==> config.mk <==
export PLATFORM = sky130hd
export DESIGN_NAME = png_unf_ctrl
export DESIGN_NICKNAME = d
export VERILOG_FILES = /design/src/design/png_unf_pkg.sv /design/src/design/png_unf_ctrl.sv
export SDC_FILE = /design/constraint.sdc
export NUM_CORES = 1
export LEC_CHECK = 0
export BUFFER_PORTS_ARGS = -buffer_cell sky130_fd_sc_hd__buf_2
export CELL_PAD_IN_SITES_DETAIL_PLACEMENT = 0
export CELL_PAD_IN_SITES_GLOBAL_PLACEMENT = 2
export CORE_UTILIZATION = 39
export DETAILED_ROUTE_END_ITERATION = 7
export PLACE_DENSITY_LB_ADDON = 0.1
export SYNTH_ARGS = -nofsm -noshare
export SYNTH_HDL_FRONTEND = slang
export SYNTH_SLANG_ARGS = --single-unit
==> constraint.sdc <==
create_clock -name i_clk -period 17.92 [get_ports i_clk]
set_input_delay 0.896 -clock i_clk [delete_from_list [all_inputs] [get_ports i_clk]]
set_output_delay 0.896 -clock i_clk [all_outputs]
set_load 0.03 [all_outputs]
==> src/design/png_unf_pkg.sv <==
// ----------------------------------------------------------------------------
// png_unf_pkg: shared types, constants and helper functions
// Sizes, filter type codes, register indexes, the pipeline item format and
// the small arithmetic helpers used by the scanline unfilter.
// ----------------------------------------------------------------------------
package png_unf_pkg;

    // Line store and pixel history sizes
    localparam int MAX_ROW_BYTES   = 8192;
    localparam int MAX_PIXEL_BYTES = 8;
    localparam int ADDR_W          = $clog2(MAX_ROW_BYTES);
    localparam int COL_W           = 14;
    localparam int SLOT_W          = $clog2(MAX_PIXEL_BYTES);
    localparam int DIST_W          = 4;

    // Configuration port
    localparam int CFG_IDX_W  = 1;
    localparam int CFG_DATA_W = 14;
    localparam logic [CFG_IDX_W-1:0] CFG_ROW_BYTES       = 1'd0;
    localparam logic [CFG_IDX_W-1:0] CFG_BYTES_PER_PIXEL = 1'd1;

    // Filter type codes (anything else passes data through)
    localparam logic [7:0] FILT_SUB   = 8'd1;
    localparam logic [7:0] FILT_UP    = 8'd2;
    localparam logic [7:0] FILT_AVG   = 8'd3;
    localparam logic [7:0] FILT_PAETH = 8'd4;

    // One item moving from the accept side into the reconstruction stage
    typedef struct packed {
        logic              is_data;   // 0: filter byte, clears the history
        logic [7:0]        data;
        logic [7:0]        kind;
        logic [SLOT_W-1:0] slot;
        logic [ADDR_W-1:0] col;
        logic              first_row;
        logic              last;
    } t_item;

    // Write request into the line store
    typedef struct packed {
        logic              en;
        logic [ADDR_W-1:0] addr;
        logic [7:0]        data;
    } t_wr_req;

    // Column modulo pixel distance (distance 1..8) without a divider.
    // Odd moduli use digit sums in a base that is 1 mod the divisor.
    function automatic logic [SLOT_W-1:0] mod_dist(input logic [COL_W-1:0] col,
                                                   input logic [DIST_W-1:0] span);
        logic [4:0]        s3;
        logic [2:0]        t3;
        logic [1:0]        r3;
        logic [5:0]        s5;
        logic [4:0]        t5;
        logic [2:0]        r5;
        logic [4:0]        s7;
        logic [3:0]        t7;
        logic [2:0]        r7;
        logic [2:0]        r6;
        logic [SLOT_W-1:0] res;

        // mod 3: base-4 digits
        s3 = 5'(col[1:0]) + 5'(col[3:2]) + 5'(col[5:4]) + 5'(col[7:6])
           + 5'(col[9:8]) + 5'(col[11:10]) + 5'(col[13:12]);
        t3 = 3'(s3[1:0]) + 3'(s3[3:2]) + 3'(s3[4]);
        if (t3 >= 3'd6) begin
            t3 = t3 - 3'd6;
        end else if (t3 >= 3'd3) begin
            t3 = t3 - 3'd3;
        end
        r3 = t3[1:0];

        // mod 5: base-16 digits
        s5 = 6'(col[3:0]) + 6'(col[7:4]) + 6'(col[11:8]) + 6'(col[13:12]);
        t5 = 5'(s5[3:0]) + 5'(s5[5:4]);
        if (t5 >= 5'd10) begin
            t5 = t5 - 5'd10;
        end
        if (t5 >= 5'd5) begin
            t5 = t5 - 5'd5;
        end
        r5 = t5[2:0];

        // mod 7: base-8 digits
        s7 = 5'(col[2:0]) + 5'(col[5:3]) + 5'(col[8:6]) + 5'(col[11:9])
           + 5'(col[13:12]);
        t7 = 4'(s7[2:0]) + 4'(s7[4:3]);
        if (t7 >= 4'd7) begin
            t7 = t7 - 4'd7;
        end
        r7 = t7[2:0];

        // mod 6: combine mod 3 with parity
        if (r3[0] == col[0]) begin
            r6 = {1'b0, r3};
        end else begin
            r6 = {1'b0, r3} + 3'd3;
        end

        case (span)
            4'd2:    res = SLOT_W'(col[0]);
            4'd3:    res = SLOT_W'(r3);
            4'd4:    res = SLOT_W'(col[1:0]);
            4'd5:    res = SLOT_W'(r5);
            4'd6:    res = SLOT_W'(r6);
            4'd7:    res = SLOT_W'(r7);
            4'd8:    res = SLOT_W'(col[2:0]);
            default: res = '0;
        endcase
        return res;
    endfunction

    // Paeth predictor: nearest of left, up, upper-left to left+up-upper-left
    function automatic logic [7:0] paeth_pred(input logic [7:0] a,
                                              input logic [7:0] b,
                                              input logic [7:0] c);
        logic signed [9:0] sa;
        logic signed [9:0] sb;
        logic signed [9:0] sc;
        logic signed [9:0] da;
        logic signed [9:0] db;
        logic signed [9:0] dc;
        logic [9:0]        pa;
        logic [9:0]        pb;
        logic [9:0]        pc;
        logic [7:0]        res;

        sa = $signed({2'b00, a});
        sb = $signed({2'b00, b});
        sc = $signed({2'b00, c});
        da = sb - sc;
        db = sa - sc;
        dc = sa + sb - sc - sc;
        pa = (da < 0) ? 10'(-da) : 10'(da);
        pb = (db < 0) ? 10'(-db) : 10'(db);
        pc = (dc < 0) ? 10'(-dc) : 10'(dc);
        if (pa <= pb && pa <= pc) begin
            res = a;
        end else if (pb <= pc) begin
            res = b;
        end else begin
            res = c;
        end
        return res;
    endfunction

endpackage

==> src/design/png_unf_ctrl.sv <==
// ----------------------------------------------------------------------------
// png_unf_ctrl: configuration and row sequencing
// Holds the effective row length and pixel distance, tracks the column,
// the filter type and the first-row flag, and builds one item per transfer.
// ----------------------------------------------------------------------------
module png_unf_ctrl
    import png_unf_pkg::*;
(
    input  logic                  i_clk,
    input  logic                  i_rst_n,
    input  logic                  i_cfg_we,
    input  logic [CFG_IDX_W-1:0]  i_cfg_index,
    input  logic [CFG_DATA_W-1:0] i_cfg_data,
    input  logic                  i_accept,
    input  logic [7:0]            i_stream_byte,
    input  logic                  i_frame_start,
    output t_item                 o_item
);

    localparam logic [COL_W-1:0]  MaxLen  = COL_W'(MAX_ROW_BYTES);
    localparam logic [DIST_W-1:0] MaxDist = DIST_W'(MAX_PIXEL_BYTES);

    logic [COL_W-1:0]  r_row_len;
    logic [DIST_W-1:0] r_dist;
    logic [COL_W-1:0]  r_col;
    logic [7:0]        r_kind;
    logic              r_await;
    logic              r_first;

    logic              start_row;
    logic [COL_W-1:0]  col_c;
    logic [COL_W:0]    col_inc;
    logic              last;
    logic [COL_W-1:0]  cfg_len;
    logic [DIST_W-1:0] cfg_dist;

    // Saturate register values into their working ranges
    always_comb begin
        cfg_len  = i_cfg_data[COL_W-1:0];
        cfg_dist = i_cfg_data[DIST_W-1:0];
        if (cfg_len == '0) begin
            cfg_len = COL_W'(1);
        end else if (cfg_len > MaxLen) begin
            cfg_len = MaxLen;
        end
        if (cfg_dist == '0) begin
            cfg_dist = DIST_W'(1);
        end else if (cfg_dist > MaxDist) begin
            cfg_dist = MaxDist;
        end
    end

    // Clamp the column to the row and find the end of the row
    always_comb begin
        start_row = i_frame_start || r_await;
        col_c     = (r_col >= r_row_len) ? (r_row_len - COL_W'(1)) : r_col;
        col_inc   = {1'b0, col_c} + (COL_W+1)'(1);
        last      = (col_inc >= {1'b0, r_row_len});
    end

    // Build the item for the reconstruction stage
    always_comb begin
        o_item.is_data   = !start_row;
        o_item.data      = i_stream_byte;
        o_item.kind      = r_kind;
        o_item.slot      = mod_dist(col_c, r_dist);
        o_item.col       = col_c[ADDR_W-1:0];
        o_item.first_row = r_first;
        o_item.last      = last;
    end

    // Hold configuration and advance the row state on each transfer
    always_ff @(posedge i_clk) begin
        if (!i_rst_n) begin
            r_row_len <= COL_W'(1);
            r_dist    <= DIST_W'(1);
            r_col     <= '0;
            r_kind    <= '0;
            r_await   <= 1'b1;
            r_first   <= 1'b1;
        end else begin
            if (i_cfg_we) begin
                case (i_cfg_index)
                    CFG_ROW_BYTES:       r_row_len <= cfg_len;
                    CFG_BYTES_PER_PIXEL: r_dist    <= cfg_dist;
                    default:             ;
                endcase
            end
            if (i_accept) begin
                if (start_row) begin
                    r_kind  <= i_stream_byte;
                    r_col   <= '0;
                    r_await <= 1'b0;
                    if (i_frame_start) begin
                        r_first <= 1'b1;
                    end
                end else if (last) begin
                    r_col   <= '0;
                    r_await <= 1'b1;
                    r_first <= 1'b0;
                end else begin
                    r_col <= col_inc[COL_W-1:0];
                end
            end
        end
    end

endmodule

==> run summary <==
worst path arrival time: 8560 ps
largest area contributor in the netlist: dfxtp_1
max incr delay on CP: 640 ps
Fillers: 1269
crit path max-delay cell type: o21ai_1
Vias/cell: 5.268
cts hold-fix bufs: 0
Hold Fails Final Rpt: 0
synthesis-to-finish area growth: 11.09%
worst r2r path cells: 23
LEAKAGE: 2.440 nW
die area: 13010 um^2
Syn Area/Cell: 8.312 um^2
setup violators final: 0
H-tree depth: 2
routability congestion estimate from global placement: 0.8291
Via Count: 4209
status: completed
Clock Sinks: 42
VDD IR max: 0.08488 mV
number of DRC markers in iteration 0: 205
final worst slack: 8467 ps
share of layout cells above drive strength 1: 0.1331
vias in the first global route: 4117
clk slew on worst S/H paths: 60 ps
Final #Nets: 739
initial antenna violation count: 0
asr flop ratio synth: 0
First-pass DRT Iterations: 4
Core Area: 12110 um^2
leading post-synthesis cells by cell area: dfxtp_1, ha_1, fa_1
post-synth top area share: 0.1717
largest net degree at the start of global routing: 37
row count: 40
Power per Cell Area: 175.0 nW/um^2
Post-Route WL: 12.79 mm
Mapped Area: 4896 um^2
Fmax: 105.8 MHz
Post-synth EDFFs: 0
min cycle time layout: 9453 ps
Main synth FF type: dfxtp_1
Post-CTS Setup Bufs: 0
Slew Viols, Final: 0
Port Buffers: 62
gr usage total: 0.2103
hpwl dp: 10.68 mm
hold crit path type: reg -> reg
I/O pin cnt: 63
max_cap viols: 0
worst endpoint required time: 17020 ps
FF+latch count, synth: 42
Setup Skew: 4.418 ps
setup_tns: 0 ps
Root Buffer: clkbuf_16
Synthesized Nets: 698
Overflow after GRT: 0
Slew headroom: 0.3573
Die H: 114.0 um
Worst setup SP type: flop
CTS tree: done
Die Width: 114.0 um
first-pass GRT wire length: 21.47 mm
clk_lat worst skew: 290 ps
CTS Buf Count: 5
Post-Synthesis Cells: 589
clk buf depth: 2
slew at the pin closest to its max-slew limit: 959.5 ps
count of cell types in the netlist: 64
area of the multi-input gates: 3656 um^2
drt wl/cell: 16.01 um
fin crit share: 0.5275
RSZ-0062 raised after global routing: false
top post-synthesis cells by count: inv_1, ha_1, nor2_1, nor2b_1, dfxtp_1
count leader, synth: inv_1
Initial Util: 0.4042
Min Hold Slack: 481.8 ps
endpoint type of the worst setup path: output pin
pre-CTS WS: 8692 ps
hold path depth: 2
register area: 840.8 um^2
CTS-repair resized insts: 0
Ys Warns: 0
DRC Markers: 0
Crit Path Category: reg -> out
ANT cells: 0
Routed Antenna Nets: 0
worst-path fanout max: 36
sequential fraction of the synthesis area: 0.1717
==> worst paths after layout <==
path | startpoint | to | slack (ps)
max | r_row_len[9] | o_item[16] | 8470
min | r_first | r_first | 480
max reg2reg | r_row_len[9] | r_col[13] | 11030
min reg2reg | r_first | r_first | 480
==> per-stage QoR <==
step / instance area, um^2 / std cells / total power, mW / util
final: 5439 / 799 / 0.9517 / 0.4491
after global routing: 5439 / 799 / 1.061 / 0.4491
after CTS: 5439 / 799 / 0.9588 / 0.4491
after detailed placement: 5269 / 791 / 0.8490 / 0.4350
after global placement: 5269 / 791 / 0.8318 / 0.4350
after floorplan: 4896 / 589 / 0.6940 / -
==> registers in the layout, summed over array words and instances (netlist names) <==
| name | cells |
|---|---|
| r_kind | 8 |
| r_col | 14 |
| r_await | 1 |
| r_dist | 4 |
| r_row_len | 14 |
| r_first | 1 |
==> cells by family after synthesis <==
kind of cell / share of synthesized area
simple gates: 0.1983
flops: 0.1717
mux: 0.04932
compound gates: 0.1830
buf+inv: 0.08229
fa+ha+maj: 0.2474
xor+xnor: 0.06798
==> layout by cell type, fill, tap and decap left out, types with 21 or more instances in the layout <==
cell type  instances
dfxtp_1           42
nand2_1           30
a21oi_1           30
inv_1             57
nor2b_1           43
nor2_1            43
o21ai_0           21
mux2i_1           23
ha_1              56
xnor2_1           29
fa_1              25
buf_2             62
==> critical path: cells and delay by family (launching register included) <==
family,cells,cell delay (ps)
fa+ha+maj,9,3360
compound gates,10,2520
buf+inv,7,1190
flops,1,530
simple gates,4,440
xor+xnor,1,200
==> routing by layer <==
| layer | up-vias | global-route usage | wire, um |
|---|---|---|---|
| met2 | 62 | 0.3547 | 6060 |
| met5 | - | 0 | 0 |
| met3 | 10 | 0.01860 | 301 |
| met4 | 0 | 0.05628 | 193 |
| met1 | 1997 | 0.2877 | 6238 |
| li1 | 2140 | - | - |
==> power breakdown <==
part | internal, mW | switching (mW) | total, mW
Combinational | 0.308 | 0.436 | 0.744
Sequential | 0.0973 | 0.00495 | 0.102
Clock | 0.0657 | 0.0396 | 0.105
==> final cells by class <==
class | instances | area share
clock buffer | 5 | 0.02300
clock inverter | 3 | 0.008282
inverter | 57 | 0.03934
multi-input combinational | 457 | 0.6722
sequential | 42 | 0.1546
tap | 168 | 0.03865
timing repair buffer | 67 | 0.06395
(Power assumes the default switching activity.)
