==> config.mk <==
export PLATFORM = sky130hd
export DESIGN_NAME = png_unf_recon
export DESIGN_NICKNAME = d
export VERILOG_FILES = /design/src/design/png_unf_pkg.sv /design/src/design/png_unf_recon.sv
export SDC_FILE = /design/constraint.sdc
export NUM_CORES = 1
export LEC_CHECK = 0
export BUFFER_PORTS_ARGS = -buffer_cell sky130_fd_sc_hd__buf_2
export CAP_MARGIN = 40
export CORE_MARGIN = 2
export CORE_UTILIZATION = 40
export DETAILED_ROUTE_END_ITERATION = 16
export GPL_ROUTABILITY_DRIVEN = 0
export REMOVE_ABC_BUFFERS = 1
export SYNTH_ARGS = -nofsm -noshare
export SYNTH_HDL_FRONTEND = slang
export SYNTH_SLANG_ARGS = --single-unit
==> constraint.sdc <==
create_clock -name i_clk -period 10.2 [get_ports i_clk]
set_input_delay 1.53 -clock i_clk [delete_from_list [all_inputs] [get_ports i_clk]]
set_output_delay 1.53 -clock i_clk [all_outputs]
set_load 0.03 [all_outputs]
==> src/design/png_unf_pkg.sv <==
// ----------------------------------------------------------------------------
// png_unf_pkg: shared types, constants and helper functions
// Sizes, filter type codes, register indexes, the pipeline item format and
// the small arithmetic helpers used by the scanline unfilter.
// ----------------------------------------------------------------------------
package png_unf_pkg;

    // Line store and pixel history sizes
    localparam int MAX_ROW_BYTES   = 8192;
    localparam int MAX_PIXEL_BYTES = 8;
    localparam int ADDR_W          = $clog2(MAX_ROW_BYTES);
    localparam int COL_W           = 14;
    localparam int SLOT_W          = $clog2(MAX_PIXEL_BYTES);
    localparam int DIST_W          = 4;

    // Configuration port
    localparam int CFG_IDX_W  = 1;
    localparam int CFG_DATA_W = 14;
    localparam logic [CFG_IDX_W-1:0] CFG_ROW_BYTES       = 1'd0;
    localparam logic [CFG_IDX_W-1:0] CFG_BYTES_PER_PIXEL = 1'd1;

    // Filter type codes (anything else passes data through)
    localparam logic [7:0] FILT_SUB   = 8'd1;
    localparam logic [7:0] FILT_UP    = 8'd2;
    localparam logic [7:0] FILT_AVG   = 8'd3;
    localparam logic [7:0] FILT_PAETH = 8'd4;

    // One item moving from the accept side into the reconstruction stage
    typedef struct packed {
        logic              is_data;   // 0: filter byte, clears the history
        logic [7:0]        data;
        logic [7:0]        kind;
        logic [SLOT_W-1:0] slot;
        logic [ADDR_W-1:0] col;
        logic              first_row;
        logic              last;
    } t_item;

    // Write request into the line store
    typedef struct packed {
        logic              en;
        logic [ADDR_W-1:0] addr;
        logic [7:0]        data;
    } t_wr_req;

    // Column modulo pixel distance (distance 1..8) without a divider.
    // Odd moduli use digit sums in a base that is 1 mod the divisor.
    function automatic logic [SLOT_W-1:0] mod_dist(input logic [COL_W-1:0] col,
                                                   input logic [DIST_W-1:0] span);
        logic [4:0]        s3;
        logic [2:0]        t3;
        logic [1:0]        r3;
        logic [5:0]        s5;
        logic [4:0]        t5;
        logic [2:0]        r5;
        logic [4:0]        s7;
        logic [3:0]        t7;
        logic [2:0]        r7;
        logic [2:0]        r6;
        logic [SLOT_W-1:0] res;

        // mod 3: base-4 digits
        s3 = 5'(col[1:0]) + 5'(col[3:2]) + 5'(col[5:4]) + 5'(col[7:6])
           + 5'(col[9:8]) + 5'(col[11:10]) + 5'(col[13:12]);
        t3 = 3'(s3[1:0]) + 3'(s3[3:2]) + 3'(s3[4]);
        if (t3 >= 3'd6) begin
            t3 = t3 - 3'd6;
        end else if (t3 >= 3'd3) begin
            t3 = t3 - 3'd3;
        end
        r3 = t3[1:0];

        // mod 5: base-16 digits
        s5 = 6'(col[3:0]) + 6'(col[7:4]) + 6'(col[11:8]) + 6'(col[13:12]);
        t5 = 5'(s5[3:0]) + 5'(s5[5:4]);
        if (t5 >= 5'd10) begin
            t5 = t5 - 5'd10;
        end
        if (t5 >= 5'd5) begin
            t5 = t5 - 5'd5;
        end
        r5 = t5[2:0];

        // mod 7: base-8 digits
        s7 = 5'(col[2:0]) + 5'(col[5:3]) + 5'(col[8:6]) + 5'(col[11:9])
           + 5'(col[13:12]);
        t7 = 4'(s7[2:0]) + 4'(s7[4:3]);
        if (t7 >= 4'd7) begin
            t7 = t7 - 4'd7;
        end
        r7 = t7[2:0];

        // mod 6: combine mod 3 with parity
        if (r3[0] == col[0]) begin
            r6 = {1'b0, r3};
        end else begin
            r6 = {1'b0, r3} + 3'd3;
        end

        case (span)
            4'd2:    res = SLOT_W'(col[0]);
            4'd3:    res = SLOT_W'(r3);
            4'd4:    res = SLOT_W'(col[1:0]);
            4'd5:    res = SLOT_W'(r5);
            4'd6:    res = SLOT_W'(r6);
            4'd7:    res = SLOT_W'(r7);
            4'd8:    res = SLOT_W'(col[2:0]);
            default: res = '0;
        endcase
        return res;
    endfunction

    // Paeth predictor: nearest of left, up, upper-left to left+up-upper-left
    function automatic logic [7:0] paeth_pred(input logic [7:0] a,
                                              input logic [7:0] b,
                                              input logic [7:0] c);
        logic signed [9:0] sa;
        logic signed [9:0] sb;
        logic signed [9:0] sc;
        logic signed [9:0] da;
        logic signed [9:0] db;
        logic signed [9:0] dc;
        logic [9:0]        pa;
        logic [9:0]        pb;
        logic [9:0]        pc;
        logic [7:0]        res;

        sa = $signed({2'b00, a});
        sb = $signed({2'b00, b});
        sc = $signed({2'b00, c});
        da = sb - sc;
        db = sa - sc;
        dc = sa + sb - sc - sc;
        pa = (da < 0) ? 10'(-da) : 10'(da);
        pb = (db < 0) ? 10'(-db) : 10'(db);
        pc = (dc < 0) ? 10'(-dc) : 10'(dc);
        if (pa <= pb && pa <= pc) begin
            res = a;
        end else if (pb <= pc) begin
            res = b;
        end else begin
            res = c;
        end
        return res;
    endfunction

endpackage

==> src/design/png_unf_recon.sv <==
// ----------------------------------------------------------------------------
// png_unf_recon: byte reconstruction stage and result register
// Applies the row's filter to one byte using the left, up and upper-left
// bytes, updates the pixel history and the line store, and drives results.
// ----------------------------------------------------------------------------
module png_unf_recon
    import png_unf_pkg::*;
(
    input  logic       i_clk,
    input  logic       i_rst_n,
    input  logic       i_load,
    input  t_item      i_item,
    input  logic [7:0] i_up_byte,
    input  logic       i_out_stall,
    output logic       o_free,
    output t_wr_req    o_wr,
    output logic       o_out_valid,
    output logic [7:0] o_pixel_byte,
    output logic       o_end_of_row
);

    logic              r_s1_valid;
    t_item             r_s1;
    logic [7:0]        r_left  [MAX_PIXEL_BYTES];
    logic [7:0]        r_upper [MAX_PIXEL_BYTES];
    logic              r_out_valid;
    logic [7:0]        r_out_pixel;
    logic              r_out_eor;

    logic              out_free;
    logic              s1_adv;
    logic [7:0]        a_byte;
    logic [7:0]        b_byte;
    logic [7:0]        c_byte;
    logic [8:0]        ab_sum;
    logic [7:0]        pred;
    logic [7:0]        n_pixel;

    // Stage handshake: filter bytes leave without a result
    always_comb begin
        out_free = !r_out_valid || !i_out_stall;
        s1_adv   = r_s1_valid && (!r_s1.is_data || out_free);
        o_free   = !r_s1_valid || s1_adv;
    end

    // Reconstruct the byte
    always_comb begin
        a_byte = r_left[r_s1.slot];
        c_byte = r_upper[r_s1.slot];
        b_byte = r_s1.first_row ? 8'd0 : i_up_byte;
        ab_sum = {1'b0, a_byte} + {1'b0, b_byte};
        case (r_s1.kind)
            FILT_SUB:   pred = a_byte;
            FILT_UP:    pred = b_byte;
            FILT_AVG:   pred = ab_sum[8:1];
            FILT_PAETH: pred = paeth_pred(a_byte, b_byte, c_byte);
            default:    pred = 8'd0;
        endcase
        n_pixel = r_s1.data + pred;
    end

    // Store the byte for the next row
    always_comb begin
        o_wr.en   = s1_adv && r_s1.is_data;
        o_wr.addr = r_s1.col;
        o_wr.data = n_pixel;
    end

    // Control: stage and result valid flags
    always_ff @(posedge i_clk) begin
        if (!i_rst_n) begin
            r_s1_valid  <= 1'b0;
            r_out_valid <= 1'b0;
        end else begin
            if (i_load) begin
                r_s1_valid <= 1'b1;
            end else if (s1_adv) begin
                r_s1_valid <= 1'b0;
            end
            if (s1_adv && r_s1.is_data) begin
                r_out_valid <= 1'b1;
            end else if (out_free) begin
                r_out_valid <= 1'b0;
            end
        end
    end

    // Pixel history: cleared at each filter byte, updated per data byte
    always_ff @(posedge i_clk) begin
        if (!i_rst_n) begin
            for (int i = 0; i < MAX_PIXEL_BYTES; i++) begin
                r_left[i]  <= '0;
                r_upper[i] <= '0;
            end
        end else if (s1_adv) begin
            if (r_s1.is_data) begin
                r_left[r_s1.slot]  <= n_pixel;
                r_upper[r_s1.slot] <= b_byte;
            end else begin
                for (int i = 0; i < MAX_PIXEL_BYTES; i++) begin
                    r_left[i]  <= '0;
                    r_upper[i] <= '0;
                end
            end
        end
    end

    // Payload: stage item and result
    always_ff @(posedge i_clk) begin
        if (i_load) begin
            r_s1 <= i_item;
        end
        if (s1_adv && r_s1.is_data) begin
            r_out_pixel <= n_pixel;
            r_out_eor   <= r_s1.last;
        end
    end

    assign o_out_valid  = r_out_valid;
    assign o_pixel_byte = r_out_pixel;
    assign o_end_of_row = r_out_eor;

endmodule

==> impl_metrics.py, run 1 <==
metrics = {
    "critical_path": {
        "arrival_ns": 8.32,
        "critPathMaxStageDelay_ns": 0.49,
        "critPathSlowestCell": "dfxtp_4",
        "critPathKind": "reg -> out",
        "worstSetupEndpointType": "primary output",
        "cp_max_fo": 7,
        "start_kind": "register",
        "worstPathRequired_ns": 8.67,
    },
    "floorplan": {
        "fp.dieH_um": 168,
        "die_area_mm2": 0.0282,
        "start_util": 0.410,
        "ioPinCount": 80,
        "fp.coreArea_mm2": 0.0262,
        "floorplan.rows": 59,
        "die_x_um": 168,
    },
    "routing": {
        "drt-vias-per-instance": 5.48,
        "ant_nets": 0,
        "vias": 7876,
        "wl_per_cell_um": 19.9,
        "drc_errors": 0,
        "initialDrtViolationCount": 683,
        "drt_pre_antenna_iters": 5,
        "wl_mm": 28.5,
    },
    "synth": {
        "synth_area_leaders": "edfxtp_1 (48%), ha_1 (8.3%), mux4_2 (6.7%)",
        "synthAdderAreaFrac": 0.105,
        "synth_top_family_by_area": "simple AND/OR/NAND/NOR gates",
        "ys_warn_count": 0,
        "synth_compound_area_frac": 0.109,
        "ys_ff_latch": 177,
        "synth_largest_area_cell": "edfxtp_1",
        "synth_edf_count": 172,
        "yosysMostFrequentCell": "edfxtp_1",
        "synth_mux_area_frac": 0.0871,
        "synth_top_area_frac": 0.481,
        "ys_seq_area_frac": 0.491,
        "synth_cell_types": 73,
        "syn-instance-count": 939,
        "synth_commonest_cells": "edfxtp_1 (172), nor2_1 (171), inv_1 (73)",
        "synthArstFlopShare": 0,
        "netlist_area_mm2": 0.0107,
        "yosys.area_share.simple": 0.122,
        "synth_ff_type": "edfxtp_1",
        "synth_xor_area_frac": 0.0384,
        "avgSynthCellArea_um2": 11.4,
    },
    "global_routing": {
        "grt_pass1_vias": 7777,
        "grt_overflow_total": 0,
        "grt_first_pass_wirelength_mm": 43.7,
        "track_usage": 0.203,
        "antenna_found_initial": 0,
        "grt_max_degree": 40,
    },
    "sta": {
        "finClkSkew_ns": 0.0134,
        "hold_viol": 0,
        "worst_pin_slew_ns": 0.868,
        "post-route-min-period_ns": 9.85,
        "max_slew_margin": 0.420,
        "finalSetupViolations": 0,
        "worst_slack_ns": 0.353,
        "final_max_slew_viol_count": 0,
        "fmax_mhz": 102,
        "timing.final.crit_share": 0.965,
        "tns_ns": 0,
    },
    "cts": {
        "cts-root-buf": "clkbuf_16",
        "path_clk_slew_ns": 0.08,
        "clk-insertion-delay-late_ns": 0.44,
        "cts_tree": "done",
        "htree_num_levels": 4,
        "ctsLongestPathBuffers": 2,
        "hold_buffers": 0,
        "clock-sinks": 177,
        "cts_buffers": 17,
    },
    "cells_and_area": {
        "syn_to_final_growth_pct": 21.8,
        "nFillCells": 2240,
        "finish.net_count": 1219,
        "diodes": 0,
        "drive_gt1_frac": 0.281,
    },
    "flow_run": {
        "cap_violations": 0,
    },
    "placed_design": {
        "dp_hpwl_mm": 20.8,
        "portBuffers": 79,
        "place_ws_ns": -0.0744,
    },
    "worst_hold_path": {
        "hp-class": "reg -> reg",
    },
    "status": {
        "status": "finished, final reports clean",
    },
    "power_and_ir_drop": {
        "p_per_area_mw_per_mm2": 264,
        "leakagePower_uw": 0.00550,
        "vdd_drop_max_mv": 0.154,
    },
}
## where the power goes
part / internal (µW) / switching (µW)
logic: 863 / 1050
registers: 844 / 20.9
clock network: 350 / 316
total: 2060 / 1390
## through the flow
stage	instances	area (µm²)	hold WS, ns	utilization	total power (µW)
6_report	1436	13100	0.444	0.499	3450
5_1_grt	1436	13100	0.459	0.499	3690
4_1_cts	1411	12600	0.441	0.481	3220
3_5_place_dp	1378	12000	0.424	0.457	2510
3_3_place_gp	1367	11800	0.426	0.449	2480
2_1_floorplan	896	10500	0.400	-	2020
## cells by family (layout without fill, tap and decap cells)
group,after synthesis,after routing
other,2,4
AO/OA/AOI/OAI,166,166
multiplexers,52,52
flip-flops,177,177
AND/OR/NAND/NOR,294,294
adder cells (fa/ha/maj),83,83
buffers and inverters,118,278
XOR/XNOR,47,47
## registers in the layout (all words and copies together), names as in the netlist, named ones only
| register | cells |
|---|---|
| o_end_of_row | 1 |
| o_wr | 13 |
| r_left | 64 |
| r_upper | 64 |
| r_s1 | 22 |
| r_s1_valid | 1 |
| o_out_valid | 1 |
| o_pixel_byte | 8 |
## path summary, 6_finish.rpt
| check | slack, ns | start | end | cells after the start |
|---|---|---|---|---|
| max | 0.35 | register | o_wr[7] | 37 |
| min | 0.44 | r_s1[0] | o_end_of_row | 0 |
| min reg2reg | 0.44 | r_s1[0] | o_end_of_row | 0 |
| max reg2reg | 2.02 | register | r_left[2][7] | 38 |
## critical path: cells and delay by family (launching register included)
kind | cells | cell delay, ns
DFF | 1 | 0.49
AOI/OAI and AO/OA | 14 | 2.36
muxes | 2 | 0.81
buffers and inverters | 5 | 0.65
xor gates and xnor gates | 3 | 0.54
and+or+nand+nor | 8 | 1.51
adders and majority gates | 5 | 1.50
## layout by cell type (no fill, tap or decap), drive strengths merged, types with 12 or more instances in the layout
master and instances:
a21o 19, a21oi 39, a31oi 12, buf 172, clkbuf 19, edfxtp 172, fa 12, ha 71
inv 79, mux4 32, nand2 40, nand2b 19, nand3 17, nor2 171, o21ai 26, xnor2 27
xor2 20
## timing repair
action / in CTS / in global routing
pin swaps: 1 / 19
endpoints found under the hold margin: 0 / 0
endpoints found under the setup margin: 1 / 2
gates resized for setup: 8 / 51
setup buffers: 2 / 22
gates cloned: 0 / 2
## final cells by class
cell class                 count  area (µm²)  share of cell area
inverter                      73         274              0.0210
tap                          335         419              0.0321
sequential                   177        5270               0.403
clock buffer                  17         425              0.0326
multi-input combinational    646        5200               0.398
timing repair buffer         174        1310               0.100
clock inverter                14         174              0.0133
## routing by layer
metal | GRT usage | vias to the layer above | routed length (µm)
met4 | 0.0465 | 0 | 413
met5 | 0 | - | 0
met2 | 0.334 | 299 | 13600
li1 | - | 3720 | -
met1 | 0.282 | 3824 | 12700
met3 | 0.0364 | 33 | 1850
(Power assumes the default switching activity.)
==> run 2, diff against run 1 <==
Settings changed: RECOVER_POWER set to 25.
==> run 2 against run 1 <==
Effect of this change: the run now ends with capacitance limit, slew limit left; non-clock buffer count unchanged; clock skew about the same; power about the same; via count down 0.11%; worst hold slack worse by 0.0017 ns; wire length up 0.11%; sequential share of layout area up 0.058 points; clock power about the same; critical path depth unchanged; final area down 0.14%; core utilization down 0.072 points.
==> impl_metrics.py, run 2 (same netlist as run 1, synthesis figures left out) <==
metrics = {
    "status": {
        "status": "complete, but fails checks",
        "violations": "capacitance limit, slew limit",
    },
    "sta": {
        "post-route-min-period_ns": 9.85,
        "fmax_mhz": 102,
        "finalSetupViolations": 0,
        "hold_viol": 0,
        "holdWs_ns": 0.442,
        "timing.final.crit_share": 0.965,
        "finClkSkew_ns": 0.0130,
        "final_max_slew_viol_count": 40,
        "worst_pin_slew_ns": 2.06,
        "worst_slack_ns": 0.354,
        "max_slew_margin": -0.376,
    },
    "placed_design": {
        "dp_hpwl_mm": 20.8,
        "portBuffers": 79,
        "place_ws_ns": -0.0744,
    },
    "global_routing": {
        "track_usage": 0.203,
        "grt_pass1_vias": 7777,
        "grt_max_degree": 40,
        "antenna_found_initial": 0,
        "grt_first_pass_wirelength_mm": 43.7,
        "grt_overflow_total": 0,
    },
    "power_and_ir_drop": {
        "pwr-share-comb": 0.555,
        "pwr-share-seq": 0.251,
        "power_frac_clock": 0.194,
        "vdd_drop_max_mv": 0.155,
        "p_int_uw": 2060,
        "power_uw": 3450,
        "power.switching_uw": 1390,
        "p_per_area_mw_per_mm2": 264,
        "leakagePower_uw": 0.00548,
        "switching_share": 0.403,
    },
    "worst_hold_path": {
        "hp-class": "reg -> reg",
    },
    "cts": {
        "ctsLongestPathBuffers": 2,
        "htree_num_levels": 4,
        "hold_buffers": 0,
        "cts-root-buf": "clkbuf_16",
        "clock-sinks": 177,
        "cts_buffers": 17,
        "clk-insertion-delay-late_ns": 0.44,
        "cts_tree": "done",
        "path_clk_slew_ns": 0.08,
    },
    "cells_and_area": {
        "final_util": 0.498,
        "finish.net_count": 1219,
        "diodes": 0,
        "final_cell_mix": "edfxtp_1 (172), nor2_1 (169), buf_4 (78), buf_2 (75), inv_1 (72)",
        "syn_to_final_growth_pct": 21.6,
        "drive_gt1_frac": 0.276,
        "mostFrequentLayoutCell": "edfxtp_1",
        "largest_registers": "r_left (64), r_upper (64), r_s1 (22)",
    },
    "critical_path": {
        "cp_max_fo": 7,
        "arrival_ns": 8.32,
        "critPathKind": "reg -> out",
        "worstSetupEndpointType": "primary output",
        "start_kind": "register",
        "critPathSlowestCell": "dfxtp_4",
        "worstPathRequired_ns": 8.67,
        "critPathMaxStageDelay_ns": 0.49,
    },
    "floorplan": {
        "die_area_mm2": 0.0282,
        "fp.coreArea_mm2": 0.0262,
        "fp.dieH_um": 168,
        "ioPinCount": 80,
        "floorplan.rows": 59,
        "die_x_um": 168,
        "start_util": 0.410,
    },
    "routing": {
        "wl_per_cell_um": 19.9,
        "drt-vias-per-instance": 5.48,
        "initialDrtViolationCount": 620,
        "wl_mm": 28.6,
        "drt_pre_antenna_iters": 5,
        "drc_errors": 0,
        "vias": 7867,
        "ant_nets": 0,
    },
    "flow_run": {
        "cap_violations": 1,
    },
}
run 2: cell count changes in the layout (fill, tap and decap cells not counted):
cell and delta:
buf_4 -1, buf_2 -3, buf_8 -1, clkbuf_1 +5
run 2: final timing paths:
kind	startpoint	endpoint	slack, ns	cells past startpoint
setup / recovery	register	o_wr[7]	0.35	37
hold / removal	r_s1[0]	o_end_of_row	0.44	0
setup reg to reg	register	r_left[4][7]	2.02	38
hold reg to reg	r_s1[0]	o_end_of_row	0.44	0
run 2: power groups by stage:
| stage | logic [µW] | clock network, µW | registers, µW |
|---|---|---|---|
| 6_report | 1910 | 668 | 865 |
| 3_5_place_dp | 1630 | 0 | 880 |
| 5_1_grt | 2120 | 699 | 870 |
| 2_1_floorplan | 1130 | 0 | 892 |
| 4_1_cts | 1680 | 672 | 864 |
| 3_3_place_gp | 1600 | 0 | 879 |
run 2: worst max-delay path, delay by kind of cell (launching register included):
family / cells / cell delay (ns)
flip-flops: 1 / 0.49
buffers and inverters: 4 / 0.46
multiplexers: 2 / 0.81
AO/OA/AOI/OAI: 12 / 2.08
adder cells (fa/ha/maj): 5 / 1.50
XOR/XNOR: 3 / 0.54
AND/OR/NAND/NOR: 11 / 1.96
run 2: through the flow:
stage,setup TNS (ns),instances,area [µm²]
global placement,0,1367,11800
CTS,0,1411,12600
floorplan,-0.458,896,10500
detailed placement,-0.0744,1378,12000
finish,0,1436,13100
global route,-0.0641,1436,13100
run 2: repair_timing:
item | in CTS | in global routing
setup buffers | 2 | 22
endpoints found under the setup margin | 1 | 2
pin swaps | 1 | 19
gates cloned | 0 | 2
gates resized for setup | 8 | 51
run 2: layout make-up:
cell class / instances / area [µm²]
sequential: 177 / 5270
fill: 2245 / 13200
clock inverter: 14 / 174
timing repair buffer: 174 / 1290
multi-input combinational: 646 / 5200
inverter: 73 / 274
tap: 335 / 419
clock buffer: 17 / 425
run 2: layer usage:
metal,GRT usage,vias to the layer above,share of wire
li1,-,3717,-
met1,0.282,3840,0.45
met2,0.334,279,0.47
met3,0.0364,31,0.059
met4,0.0465,0,0.014
met5,0,-,0
